[src/hdl/fcgf_pkg.sv]
// shared constants, types and helper functions of the frontier goal finder
package fcgf_pkg;

  localparam int GRID_W   = 64;
  localparam int GRID_H   = 64;
  localparam int MAX_REJ  = 8;
  localparam int CELLS    = GRID_W * GRID_H;
  localparam int CW       = 6;
  localparam int CSW      = CW + 2;
  localparam int IW       = $clog2(CELLS);
  localparam int NW       = IW + 1;
  localparam int SUM_W    = NW + CW - 1;
  localparam int D2W      = 2 * CW + 1;
  localparam int RIW      = $clog2(MAX_REJ);
  localparam int RCW      = RIW + 1;
  localparam int NB_CNT   = 9;
  localparam int NB_CTR   = 4;

  localparam logic [1:0] ST_UNKNOWN  = 2'd0;
  localparam logic [1:0] ST_FREE     = 2'd1;
  localparam logic [1:0] ST_OCCUPIED = 2'd2;
  localparam logic [1:0] ST_BAD      = 2'd3;

  localparam logic [1:0] MODE_CELL   = 2'd0;
  localparam logic [1:0] MODE_REJ    = 2'd1;
  localparam logic [1:0] MODE_SEARCH = 2'd2;

  localparam logic [2:0] REG_RADIUS   = 3'd0;
  localparam logic [2:0] REG_MIN_SIZE = 3'd1;
  localparam logic [2:0] REG_MIN_UNK  = 3'd2;
  localparam logic [2:0] REG_MIN_FREE = 3'd3;
  localparam logic [2:0] REG_MAX_OCC  = 3'd4;

  typedef struct packed {
    logic [7:0]  radius;
    logic [12:0] min_size;
    logic [3:0]  min_unk;
    logic [3:0]  min_free;
    logic [3:0]  max_occ;
  } cfg_t;

  typedef enum logic [4:0] {
    OP_NONE, OP_WRITE_IN, OP_START, OP_CLR, OP_SEED_RD, OP_FC_INIT, OP_FC_STEP,
    OP_SEED_PUSH, OP_POP_RD, OP_POP_TAKE, OP_NB_RD, OP_NB_NEXT, OP_NB_PUSH,
    OP_DIV_INIT, OP_DIV_STEP, OP_SCAN_RD, OP_SCAN_CMP, OP_REJ_STEP, OP_BEST,
    OP_SEED_NEXT, OP_LOAD_OUT, OP_GCLR
  } dp_op_t;

  typedef struct packed {
    logic clr_last;
    logic vis_hit;
    logic fc_last;
    logic frontier;
    logic stk_empty;
    logic nb_end;
    logic nb_skip;
    logic too_small;
    logic div_last;
    logic scan_last;
    logic rej_more;
    logic seed_last;
    logic out_busy;
  } dp_stat_t;

  typedef enum logic [4:0] {
    S_IDLE, S_CLR, S_SEED_RD, S_SEED_CHK, S_FC_STEP, S_FC_EVAL, S_POP,
    S_POP_TAKE, S_NB_RD, S_NB_CHK, S_SIZE, S_DIV, S_SCAN_RD, S_SCAN_CMP,
    S_REJ, S_BEST, S_SEED_NEXT, S_DONE, S_GCLR
  } st_t;

  function automatic logic [D2W-1:0] sqd(logic [CW-1:0] ax, logic [CW-1:0] ay,
                                         logic [CW-1:0] bx, logic [CW-1:0] by);
    logic [CW-1:0] ex;
    logic [CW-1:0] ey;
    ex = (ax > bx) ? ax - bx : bx - ax;
    ey = (ay > by) ? ay - by : by - ay;
    return D2W'(ex) * D2W'(ex) + D2W'(ey) * D2W'(ey);
  endfunction

  // neighbour order: dx outer, dy inner, both -1..1
  function automatic logic signed [1:0] nb_dx(logic [3:0] k);
    case (k)
      4'd0, 4'd1, 4'd2: return -2'sd1;
      4'd3, 4'd4, 4'd5: return 2'sd0;
      default:          return 2'sd1;
    endcase
  endfunction

  function automatic logic signed [1:0] nb_dy(logic [3:0] k);
    case (k)
      4'd0, 4'd3, 4'd6: return -2'sd1;
      4'd1, 4'd4, 4'd7: return 2'sd0;
      default:          return 2'sd1;
    endcase
  endfunction

  function automatic logic signed [CSW-1:0] step_coord(logic [CW-1:0] c,
                                                       logic signed [1:0] d);
    return $signed({2'b00, c}) + CSW'(d);
  endfunction

  function automatic logic [IW-1:0] cell_idx(logic [CW-1:0] x, logic [CW-1:0] y);
    return IW'(x) * IW'(GRID_H) + IW'(y);
  endfunction

endpackage

[src/hdl/fcgf_ctrl.sv]
// controller: sequences writes, visited clearing, seed scan, fill and cluster scoring
module fcgf_ctrl import fcgf_pkg::*; (
  input  logic       clk,
  input  logic       rst_n,
  input  logic       in_tvalid,
  input  logic [1:0] in_mode,
  input  logic       out_tready,
  input  dp_stat_t   stat,
  output logic       in_tready,
  output dp_op_t     op
);

  st_t  st_r, st_nxt;
  logic nb_ctx_r, nb_ctx_nxt;

  always_ff @(posedge clk) begin
    if (!rst_n) begin
      st_r     <= S_GCLR;
      nb_ctx_r <= 1'b0;
    end else begin
      st_r     <= st_nxt;
      nb_ctx_r <= nb_ctx_nxt;
    end
  end

  always_comb begin
    st_nxt     = st_r;
    nb_ctx_nxt = nb_ctx_r;
    op         = OP_NONE;
    in_tready  = 1'b0;
    case (st_r)
      S_GCLR: begin
        // fill the grid with unknown after reset
        op = OP_GCLR;
        if (stat.clr_last) st_nxt = S_IDLE;
      end
      S_IDLE: begin
        in_tready = 1'b1;
        if (in_tvalid) begin
          if (in_mode == MODE_SEARCH) begin
            op     = OP_START;
            st_nxt = S_CLR;
          end else begin
            op = OP_WRITE_IN;
          end
        end
      end
      S_CLR: begin
        op = OP_CLR;
        if (stat.clr_last) st_nxt = S_SEED_RD;
      end
      S_SEED_RD: begin
        op     = OP_SEED_RD;
        st_nxt = S_SEED_CHK;
      end
      S_SEED_CHK: begin
        if (stat.vis_hit) begin
          st_nxt = S_SEED_NEXT;
        end else begin
          op         = OP_FC_INIT;
          nb_ctx_nxt = 1'b0;
          st_nxt     = S_FC_STEP;
        end
      end
      S_FC_STEP: begin
        op = OP_FC_STEP;
        if (stat.fc_last) st_nxt = S_FC_EVAL;
      end
      S_FC_EVAL: begin
        if (nb_ctx_r) begin
          op     = stat.frontier ? OP_NB_PUSH : OP_NB_NEXT;
          st_nxt = S_NB_RD;
        end else if (stat.frontier) begin
          op     = OP_SEED_PUSH;
          st_nxt = S_POP;
        end else begin
          st_nxt = S_SEED_NEXT;
        end
      end
      S_POP: begin
        if (stat.stk_empty) begin
          st_nxt = S_SIZE;
        end else begin
          op     = OP_POP_RD;
          st_nxt = S_POP_TAKE;
        end
      end
      S_POP_TAKE: begin
        op     = OP_POP_TAKE;
        st_nxt = S_NB_RD;
      end
      S_NB_RD: begin
        if (stat.nb_end) begin
          st_nxt = S_POP;
        end else if (stat.nb_skip) begin
          op = OP_NB_NEXT;
        end else begin
          op     = OP_NB_RD;
          st_nxt = S_NB_CHK;
        end
      end
      S_NB_CHK: begin
        if (stat.vis_hit) begin
          op     = OP_NB_NEXT;
          st_nxt = S_NB_RD;
        end else begin
          op         = OP_FC_INIT;
          nb_ctx_nxt = 1'b1;
          st_nxt     = S_FC_STEP;
        end
      end
      S_SIZE: begin
        if (stat.too_small) begin
          st_nxt = S_SEED_NEXT;
        end else begin
          op     = OP_DIV_INIT;
          st_nxt = S_DIV;
        end
      end
      S_DIV: begin
        op = OP_DIV_STEP;
        if (stat.div_last) st_nxt = S_SCAN_RD;
      end
      S_SCAN_RD: begin
        op     = OP_SCAN_RD;
        st_nxt = S_SCAN_CMP;
      end
      S_SCAN_CMP: begin
        op     = OP_SCAN_CMP;
        st_nxt = stat.scan_last ? S_REJ : S_SCAN_RD;
      end
      S_REJ: begin
        if (stat.rej_more) begin
          op = OP_REJ_STEP;
        end else begin
          st_nxt = S_BEST;
        end
      end
      S_BEST: begin
        op     = OP_BEST;
        st_nxt = S_SEED_NEXT;
      end
      S_SEED_NEXT: begin
        op     = OP_SEED_NEXT;
        st_nxt = stat.seed_last ? S_DONE : S_SEED_RD;
      end
      S_DONE: begin
        // hold the result until the output register is free
        if (!stat.out_busy || out_tready) begin
          op     = OP_LOAD_OUT;
          st_nxt = S_IDLE;
        end
      end
      default: st_nxt = S_IDLE;
    endcase
  end

endmodule

[config.mk]
export PLATFORM = sky130hd
export DESIGN_NAME = fcgf_ctrl
export DESIGN_NICKNAME = d
export VERILOG_FILES = /design/src/hdl/fcgf_pkg.sv /design/src/hdl/fcgf_ctrl.sv
export SDC_FILE = /design/constraint.sdc
export NUM_CORES = 1
export LEC_CHECK = 0
export BUFFER_PORTS_ARGS = -buffer_cell sky130_fd_sc_hd__buf_2
export CAP_MARGIN = 20
export CELL_PAD_IN_SITES_DETAIL_PLACEMENT = 1
export CELL_PAD_IN_SITES_GLOBAL_PLACEMENT = 1
export CORE_AREA = 4 4 63 65
export CTS_BUF_LIST = sky130_fd_sc_hd__clkbuf_4 sky130_fd_sc_hd__clkbuf_8
export DETAILED_ROUTE_END_ITERATION = 10
export DIE_AREA = 0 0 67 69
export PLACE_DENSITY_LB_ADDON = 0.25
export SLEW_MARGIN = 10
export SYNTH_ARGS = -nofsm -noshare
export SYNTH_HDL_FRONTEND = slang
export SYNTH_SLANG_ARGS = --single-unit
[constraint.sdc]
create_clock -name clk -period 2.3 [get_ports clk]
set_input_delay 0.46 -clock clk [delete_from_list [all_inputs] [get_ports clk]]
set_output_delay 0.46 -clock clk [all_outputs]
set_load 0.02 [all_outputs]
* After elaboration in Yosys (flattened, before gate mapping)
Cells that the tools add are included.
Widths: inputs -> output; s select.
** Storage, ports and cells
- Logic and storage cells :: 75
- Register bits :: 6
** Operators by class
- Reduce and logical (&&, ||, !) cells :: 6
- Multiplexer cells :: 37
- Equal/unequal tests :: 30
** Operator list (number)
- $pmux 5 s19 :: 2
- $mux 5 :: 17
- $eq 5x4->1 const B :: 8
- $mux 4 :: 7
- $eq 5x3->1 const B :: 4
- $ne 2x2->1 const B :: 10
- $eq 5x5->1 const B :: 3
- $eq 5x2->1 const B :: 2
- $mux 3 :: 3
- $reduce_and 9->1 :: 1
- $mux 2 :: 3
- $eq 5x1->1 const B :: 1
- $logic_not 5->1 :: 1
- $mux 1 :: 4
- $ne 3x3->1 const B :: 1
- $reduce_and 3->1 :: 1
- $eq 2x2->1 const B :: 1
- $pmux 1 s2 :: 1
- $reduce_bool 2->1 :: 1
- $logic_not 1->1 :: 1
- $logic_or 1x1->1 :: 1

* Depth between registers and ports, before layout
Gate-level depths: netlist (run 1).
- Depth in word-level cells :: 4
- Depth in mapped cells :: 8
- Mapped depth without buffers :: 8

* Least setup slack after synthesis (run 1)
OpenSTA, ideal clock, no wires.
- Kind :: input -> output
- Start point :: in stat[9] in the netlist's numbering
- End point :: out op[1]
- Path buffers :: 0
- Cell stages on the path :: 8
- Slack :: 251 ps
- Arrival :: 1589 ps
- Data required time :: 1840 ps
- Cells stage by stage :: inv_1 > ha_1 > inv_1 > a211oi_1 > a21oi_1 > nor2_1 > a21oi_1 > o2111ai_1
** On the way
- Longest elaborated chain between the ends :: 3
- Elaborated cells between the ends (all ways) :: 4
** Ends and longest elaborated chain
- start, declared :: line fcgf_ctrl.sv:8 : input dp_stat_t stat,
- $mux 3 (on tied branches) :: line fcgf_ctrl.sv:73, fcgf_ctrl.sv:71
- $mux 4 * :: line fcgf_ctrl.sv:70 : if (nb_ctx_r) begin
- $pmux 5 s19 * :: line fcgf_ctrl.sv:31 : case (st_r)
- end, declared :: line fcgf_ctrl.sv:10 : output dp_op_t op
Every way passes the cells marked *; elsewhere a longest branch is shown, timed or not.

* Final worst setup path (run 1)
- Start point :: reg nb_ctx_r
- End point :: out op[1]
** On the way
- Longest elaborated chain between the ends :: 2
** Ends and longest elaborated chain
- start, declared :: line fcgf_ctrl.sv:14 : logic nb_ctx_r, nb_ctx_nxt;
- start signal, assigned :: line fcgf_ctrl.sv:22 : nb_ctx_r <= nb_ctx_nxt;
- $mux 4 :: line fcgf_ctrl.sv:70
- $pmux 5 s19 :: line fcgf_ctrl.sv:31
Every way passes these cells.

==> run_results.csv, run 1 <==
group,metric,value,unit
final_layout,layoutNonFillerInstCount,238,
cts,numCtsBuffers,3,
sta,setup_tns,0,ns
cts,cts_buffer_depth,2,
pwr,power.static_leakage,0.600,nW
worst_hold_path,hold_path_startpoint,"rst_n",
synthesis,ys.flop_type,"dfxtp_1",
drt,via_total_after_detailed_routing,1342,
critical_path,critical_path_peak_fanout,3,
final_layout,share_of_the_core_filled_with_cells_in_the_final_layout,41.6,%
floorplanning,chipWidth,67,um
floorplanning,die_area,4620,um^2
drt,iteration_0_drc_count_of_the_detailed_router,84,
sta,maxSlewViolCount,0,
critical_path,capturing_point_of_the_worst_reg2reg_path,"st_r[0]$_SDFFE_PN0P_",
final_layout,diode_insertion_count_for_antenna_repair,0,
cts,cts.sink_count,6,
sta,final_period_minus_worst_setup_slack,2.24,ns
synthesis,yosys_warnings,0,
critical_path,worst_ep_required_time,1.84,ns
placement,place_hpwl,3.10,mm
synthesis,synth_async_sr_flop_share,0,%
drt,drt_via_density,5.64,
grt,grt_util_all_layers,18.2,%
grt,number_of_antenna_violations_at_the_first_check_in_global_routing,0,
pwr,power-per-cell-area,986,nW/um^2
synthesis,synth_area_per_cell,6.59,um^2
floorplanning,number_of_placement_rows,21,
placement,gp_routability_congestion,0.858,
cts,clk_pin_slew_worst_paths,0.06,ns
outcome,run_status,"complete, no violations",
synthesis,netlist_area,988,um^2
final_layout,n_fill_cell,458,
final_layout,layout.cells.most_common_list,"buf_4, buf_2, nand2_1",
run,drv_cap,0,
critical_path,worstRegToRegCells,8,
floorplanning,die_height,69,um
critical_path,reg2reg_setup_slack,0.37,ns
synthesis,synth-edff-count,0,
synthesis,count_of_distinct_cell_types_in_the_synthesized_netlist,48,
sta,tightestPinTransition,0.578,ns
pwr,largest_voltage_drop_on_the_vdd_net,0.000374,V
placement,numPortBuffers,24,
sta,share_of_the_clock_period_used_by_the_worst_path_after_layout,97.4,%
sta,final_hold_viol_count,0,
sta,setup_viol,0,
worst_hold_path,hp-class,"input pin to register",
sta,achievable-frequency,446,MHz
placement,placed_cells,226,
grt,grt_start_max_net_pins,22,
drt,wire_per_inst,17.7,um
cts,root_buffer,"clkbuf_4",
final_layout,layout.cells.most_common,"buf_4",
final_layout,layout-drive-gt1-share,40.1,%
sta,worst_slack,0.0590,ns
critical_path,timing_worst_setup_path_type,"register to output pin",
placement,placement.setup.worst_slack,0.0352,ns
drt,drt.antenna.violating_nets,0,
sta,max_slew_margin,61.1,%
critical_path,r2r-start,"st_r[2]$_SDFFE_PN0P_",
floorplanning,design.core.area,3340,um^2
synthesis,synth.net_count,171,
grt,remaining_global_route_overflow,0,
worst_hold_path,worst_hold_path.endpoint,"st_r[1]$_SDFFE_PN1P_",
synthesis,synth_sequential_area_ratio,12.2,%
floorplanning,i_o_pin_count,25,
worst_hold_path,holdPathStages,2,
final_layout,finalNetCount,215,
floorplanning,floorplan.initialDensity,29.6,%
cts,cts_tree,"yes",
grt,first_pass_grt_wire_length,6.64,mm
critical_path,critical-path-slowest-cell,"dfxtp_2",
drt,remaining_drc_errors,0,
sta,final.setup_skew,0.0111,ns
synthesis,synthCells,150,
critical_path,worst_setup_path_start_kind,"register",
drt,routed_wl,4.22,mm
drt,drt-pass1-iter-count,4,
sta,grt_setup_unrepaired,"yes",
critical_path,timing.critical_path.arrival,1.78,ns
critical_path,critical_path.cell_chain,"inv_2 -> ha_4 -> inv_2 -> a211oi_2 -> a21oi_1 -> nor2_1 -> a21oi_1 -> o2111ai_1 -> buf_4",
critical_path,worstSetupEndpointType,"output pin",
cts,cts-htree-levels,1,
final_layout,area.growth.synth_to_final,40.4,%
cts,clkLatencyLatePin,0.26,ns
synthesis,ys_ff_latch,6,
critical_path,max_stage_delay,0.34,ns
grt,vias_in_the_first_global_route,1380,
how the worst max path moves through the flow:
| stage | cells after the start | from | end |
|---|---|---|---|
| 2_1_floorplan | 8 | stat[9] | op[1] |
| 3_3_place_gp | 7 | stat[9] | op[0] |
| 3_5_place_dp | 7 | stat[9] | op[0] |
| 4_1_cts | 9 | nb_ctx_r$_SDFFE_PN0P_ | op[1] |
| 5_1_grt | 9 | nb_ctx_r$_SDFFE_PN0P_ | op[1] |
| 6_report | 9 | nb_ctx_r$_SDFFE_PN0P_ | op[1] |
layout make-up:
cell class              instances  area, um^2  share of cell area, %
clock buffers                   3        22.5                   1.62
inverters                       9        33.8                   2.43
multi-input cells             121         788                   56.8
flip-flops and latches          6         138                   9.92
well taps                      46        57.6                   4.15
repair buffers                 53         348                   25.1
critical path, delay by kind of cell (launching register included):
family | cells | cell delay (ns)
buf+inv | 3 | 0.27
simple gates | 1 | 0.12
fa+ha+maj | 1 | 0.27
compound gates | 4 | 0.52
flops | 1 | 0.34
flip-flops by register name, indices dropped and copies added, names as in the netlist:
register and flops:
nb_ctx_r 1, st_r 5
stage by stage:
| stage | hold WS (ns) | total power, mW | cell area [um^2] |
|---|---|---|---|
| 2_1_floorplan | 0.463 | 0.852 | 988 |
| 3_3_place_gp | 0.484 | 1.15 | 1230 |
| 3_5_place_dp | 0.494 | 1.16 | 1230 |
| 4_1_cts | 0.470 | 1.29 | 1270 |
| 5_1_grt | 0.471 | 1.48 | 1390 |
| 6_report | 0.470 | 1.37 | 1390 |
metal layers:
metal | track usage [%] | wire length, um | up-vias
met4 | 6.76 | 34 | 0
met1 | 23.4 | 1810 | 661
met2 | 27.9 | 2180 | 39
met5 | 0 | 0 | -
li1 | - | - | 636
met3 | 5.52 | 201 | 6
cell usage after synthesis, types with 3 or more instances:
cell type  number  area share (%)
a21oi_1         9             4.6
buf_2           8             4.1
buf_4           3             2.3
dfxtp_1         6              12
inv_1           8             3.0
nand2_1        18             6.8
nand2b_1        7             4.4
nand3_1         6             3.0
nand3b_1        3             2.3
nor2_1         10             3.8
nor2b_1         5             3.2
nor3_1          6             3.0
o211ai_1        4             3.0
o21ai_0        11             5.6
o22ai_1         4             2.5
cell families (layout without fill, tap and decap cells):
| logic type | Yosys count | in the layout | share of synthesized area [%] |
|---|---|---|---|
| buffers and inverters | 23 | 65 | 12.4 |
| AND/OR/NAND/NOR | 66 | 66 | 34.7 |
| AO/OA/AOI/OAI | 51 | 51 | 36.2 |
| flip-flops | 6 | 6 | 12.2 |
| adder cells (fa/ha/maj) | 2 | 2 | 2.53 |
| multiplexers | 2 | 2 | 2.03 |
where the power goes:
part           leakage [nW]  internal [mW]  switching, mW
clock network        0.0138         0.0597         0.0486
logic                 0.534          0.437          0.623
registers            0.0521          0.145         0.0538
total                 0.600          0.642          0.725
what timing repair did:
item | in CTS | in global routing
hold buffers | 0 | 0
pin swaps | 1 | 4
resized for setup | 8 | 17
endpoints found under the setup margin | 4 | 4
setup buffers | 0 | 9
Note: power is estimated with default switching activity, not from simulation.
==> run 2, diff against run 1 <==
--- a/config.mk
+++ b/config.mk
@@ -9,10 +9,10 @@
 export CAP_MARGIN = 20
 export CELL_PAD_IN_SITES_DETAIL_PLACEMENT = 1
 export CELL_PAD_IN_SITES_GLOBAL_PLACEMENT = 1
-export CORE_AREA = 4 4 63 65
+export CORE_AREA = 4 4 49 83
 export CTS_BUF_LIST = sky130_fd_sc_hd__clkbuf_4 sky130_fd_sc_hd__clkbuf_8
 export DETAILED_ROUTE_END_ITERATION = 10
-export DIE_AREA = 0 0 67 69
+export DIE_AREA = 0 0 53 87
 export PLACE_DENSITY_LB_ADDON = 0.25
 export SLEW_MARGIN = 10
 export SYNTH_ARGS = -nofsm -noshare
==> run_results.csv, run 2 (synthesis gave the netlist of run 1 again) <==
group,metric,value,unit
pwr,power.static_leakage,0.536,nW
pwr,power-per-cell-area,1050,nW/um^2
drt,drt_via_density,5.62,
placement,placement.setup.worst_slack,0.0345,ns
cts,cts-htree-levels,1,
critical_path,worst_ep_required_time,1.84,ns
final_layout,largest_register_ffs,5,
pwr,seqPwrFrac,13.8,%
critical_path,worstSetupEndpointType,"output pin",
cts,cts_buffer_depth,2,
final_layout,finalNetCount,201,
sta,achievable-frequency,441,MHz
sta,final_period_minus_worst_setup_slack,2.27,ns
critical_path,worst_setup_path_start_kind,"register",
final_layout,registers.top_by_ff_count,"st_r",
critical_path,timing_worst_setup_path_type,"register to output pin",
grt,grt_start_max_net_pins,15,
sta,maxSlewViolCount,0,
drt,routed_wl,3.72,mm
cts,root_buffer,"clkbuf_8",
sta,tightestPinTransition,0.461,ns
sta,setup_viol,0,
sta,share_of_the_clock_period_used_by_the_worst_path_after_layout,98.6,%
cts,cts_tree,"yes",
grt,number_of_antenna_violations_at_the_first_check_in_global_routing,0,
grt,vias_in_the_first_global_route,1354,
critical_path,critical_path_peak_fanout,11,
sta,setup_tns,0,ns
placement,place_hpwl,3.06,mm
drt,via_total_after_detailed_routing,1254,
run,drv_cap,0,
final_layout,layout-drive-gt1-share,33.7,%
drt,remaining_drc_errors,0,
grt,first_pass_grt_wire_length,6.18,mm
final_layout,layout.cells.most_common_list,"buf_2, nand2_1, buf_4",
pwr,p_switching,0.681,mW
floorplanning,die_area,4610,um^2
cts,postCtsSetupBuffers,0,
pwr,combinational_power_share,74.7,%
outcome,run_status,"complete, no violations",
floorplanning,design.core.area,3400,um^2
floorplanning,chipWidth,53,um
floorplanning,floorplan.initialDensity,29.1,%
critical_path,reg2reg_setup_slack,0.62,ns
floorplanning,die_height,87,um
final_layout,area.growth.synth_to_final,30.9,%
floorplanning,number_of_placement_rows,28,
pwr,power_report.internal_total,0.678,mW
cts,cts.sink_count,6,
sta,max_slew_margin,69.0,%
floorplanning,i_o_pin_count,25,
drt,drt-pass1-iter-count,4,
grt,remaining_global_route_overflow,0,
cts,ctsHoldBuffers,0,
drt,wire_per_inst,16.7,um
cts,clk_pin_slew_worst_paths,0.04,ns
placement,gp_routability_congestion,0.913,
final_layout,layout.cells.most_common,"buf_2",
drt,iteration_0_drc_count_of_the_detailed_router,26,
placement,numPortBuffers,24,
pwr,clock_power_share,11.4,%
drt,drt.antenna.violating_nets,0,
grt,grt_util_all_layers,17.3,%
cts,clkLatencyLatePin,0.22,ns
sta,final.setup_skew,0.00187,ns
sta,worst_slack,0.0331,ns
critical_path,timing.critical_path.arrival,1.81,ns
final_layout,diode_insertion_count_for_antenna_repair,0,
worst_hold_path,hp-class,"register to register",
pwr,switching_part_of_the_total_power,50.1,%
cts,numCtsBuffers,3,
final_layout,reg.largest.list,"st_r x5, nb_ctx_r x1",
sta,final_hold_viol_count,0,
pwr,largest_voltage_drop_on_the_vdd_net,0.000329,V
run 2: changes by cell type in the layout (fill, tap and decap cells not counted), sizes merged:
cell and change:
buf -14
run 2: cell type report:
type / count / area, um^2
flip-flops and latches: 6 / 131
repair buffers: 39 / 249
clock buffers: 3 / 41.3
multi-input cells: 121 / 782
well taps: 45 / 56.3
inverters: 9 / 33.8
fillers: 466 / 2100
run 2: through the flow:
| step | power, mW | instances | util (%) | instance area [um^2] | hold WS, ns |
|---|---|---|---|---|---|
| 2_1_floorplan | 0.852 | 150 | - | 988 | 0.463 |
| 6_report | 1.36 | 223 | 38.1 | 1290 | 0.487 |
| 3_5_place_dp | 1.14 | 220 | 35.0 | 1190 | 0.505 |
| 3_3_place_gp | 1.13 | 220 | 35.0 | 1190 | 0.490 |
| 5_1_grt | 1.46 | 223 | 38.1 | 1290 | 0.509 |
| 4_1_cts | 1.32 | 223 | 36.6 | 1240 | 0.488 |
run 2: critical path, cell delays in order, from the launching register on:
cell and delay (ns):
dfxtp_4 0.38, buf_6 0.15, and2_4 0.16, a21oi_2 0.14
nor3_1 0.05, or4b_1 0.52, buf_4 0.17
run 2: timing repair:
item	in CTS	in global routing
gates resized for setup	7	12
setup endpoints to repair	2	4
pin swaps	1	5
run 2: metal layers:
metal  global-route usage [%]  vias to the layer above  routed length [um]
met1                     20.4                      601                1490
li1                         -                      610                   -
met5                        0                        -                   0
met4                     7.44                        0                  90
met2                     30.1                       35                2020
met3                     2.23                        8                 120
run 2: final timing paths:
| check | start | end | depth (start not counted) |
|---|---|---|---|
| setup / recovery | st_r[3]$_SDFFE_PN0P_ | op[0] | 6 |
| hold / removal | nb_ctx_r$_SDFFE_PN0P_ | nb_ctx_r$_SDFFE_PN0P_ | 2 |
| setup reg to reg | st_r[2]$_SDFFE_PN0P_ | st_r[0]$_SDFFE_PN0P_ | 6 |
| hold reg to reg | nb_ctx_r$_SDFFE_PN0P_ | nb_ctx_r$_SDFFE_PN0P_ | 2 |
run 2: power by group through the flow:
| stage | Combinational [mW] | Sequential (mW) | Clock [mW] |
|---|---|---|---|
| 5_1_grt | 1.10 | 0.192 | 0.166 |
| 3_5_place_dp | 0.962 | 0.180 | 0 |
| 6_report | 1.02 | 0.188 | 0.156 |
| 2_1_floorplan | 0.703 | 0.150 | 0 |
| 4_1_cts | 0.982 | 0.181 | 0.160 |
| 3_3_place_gp | 0.950 | 0.178 | 0 |
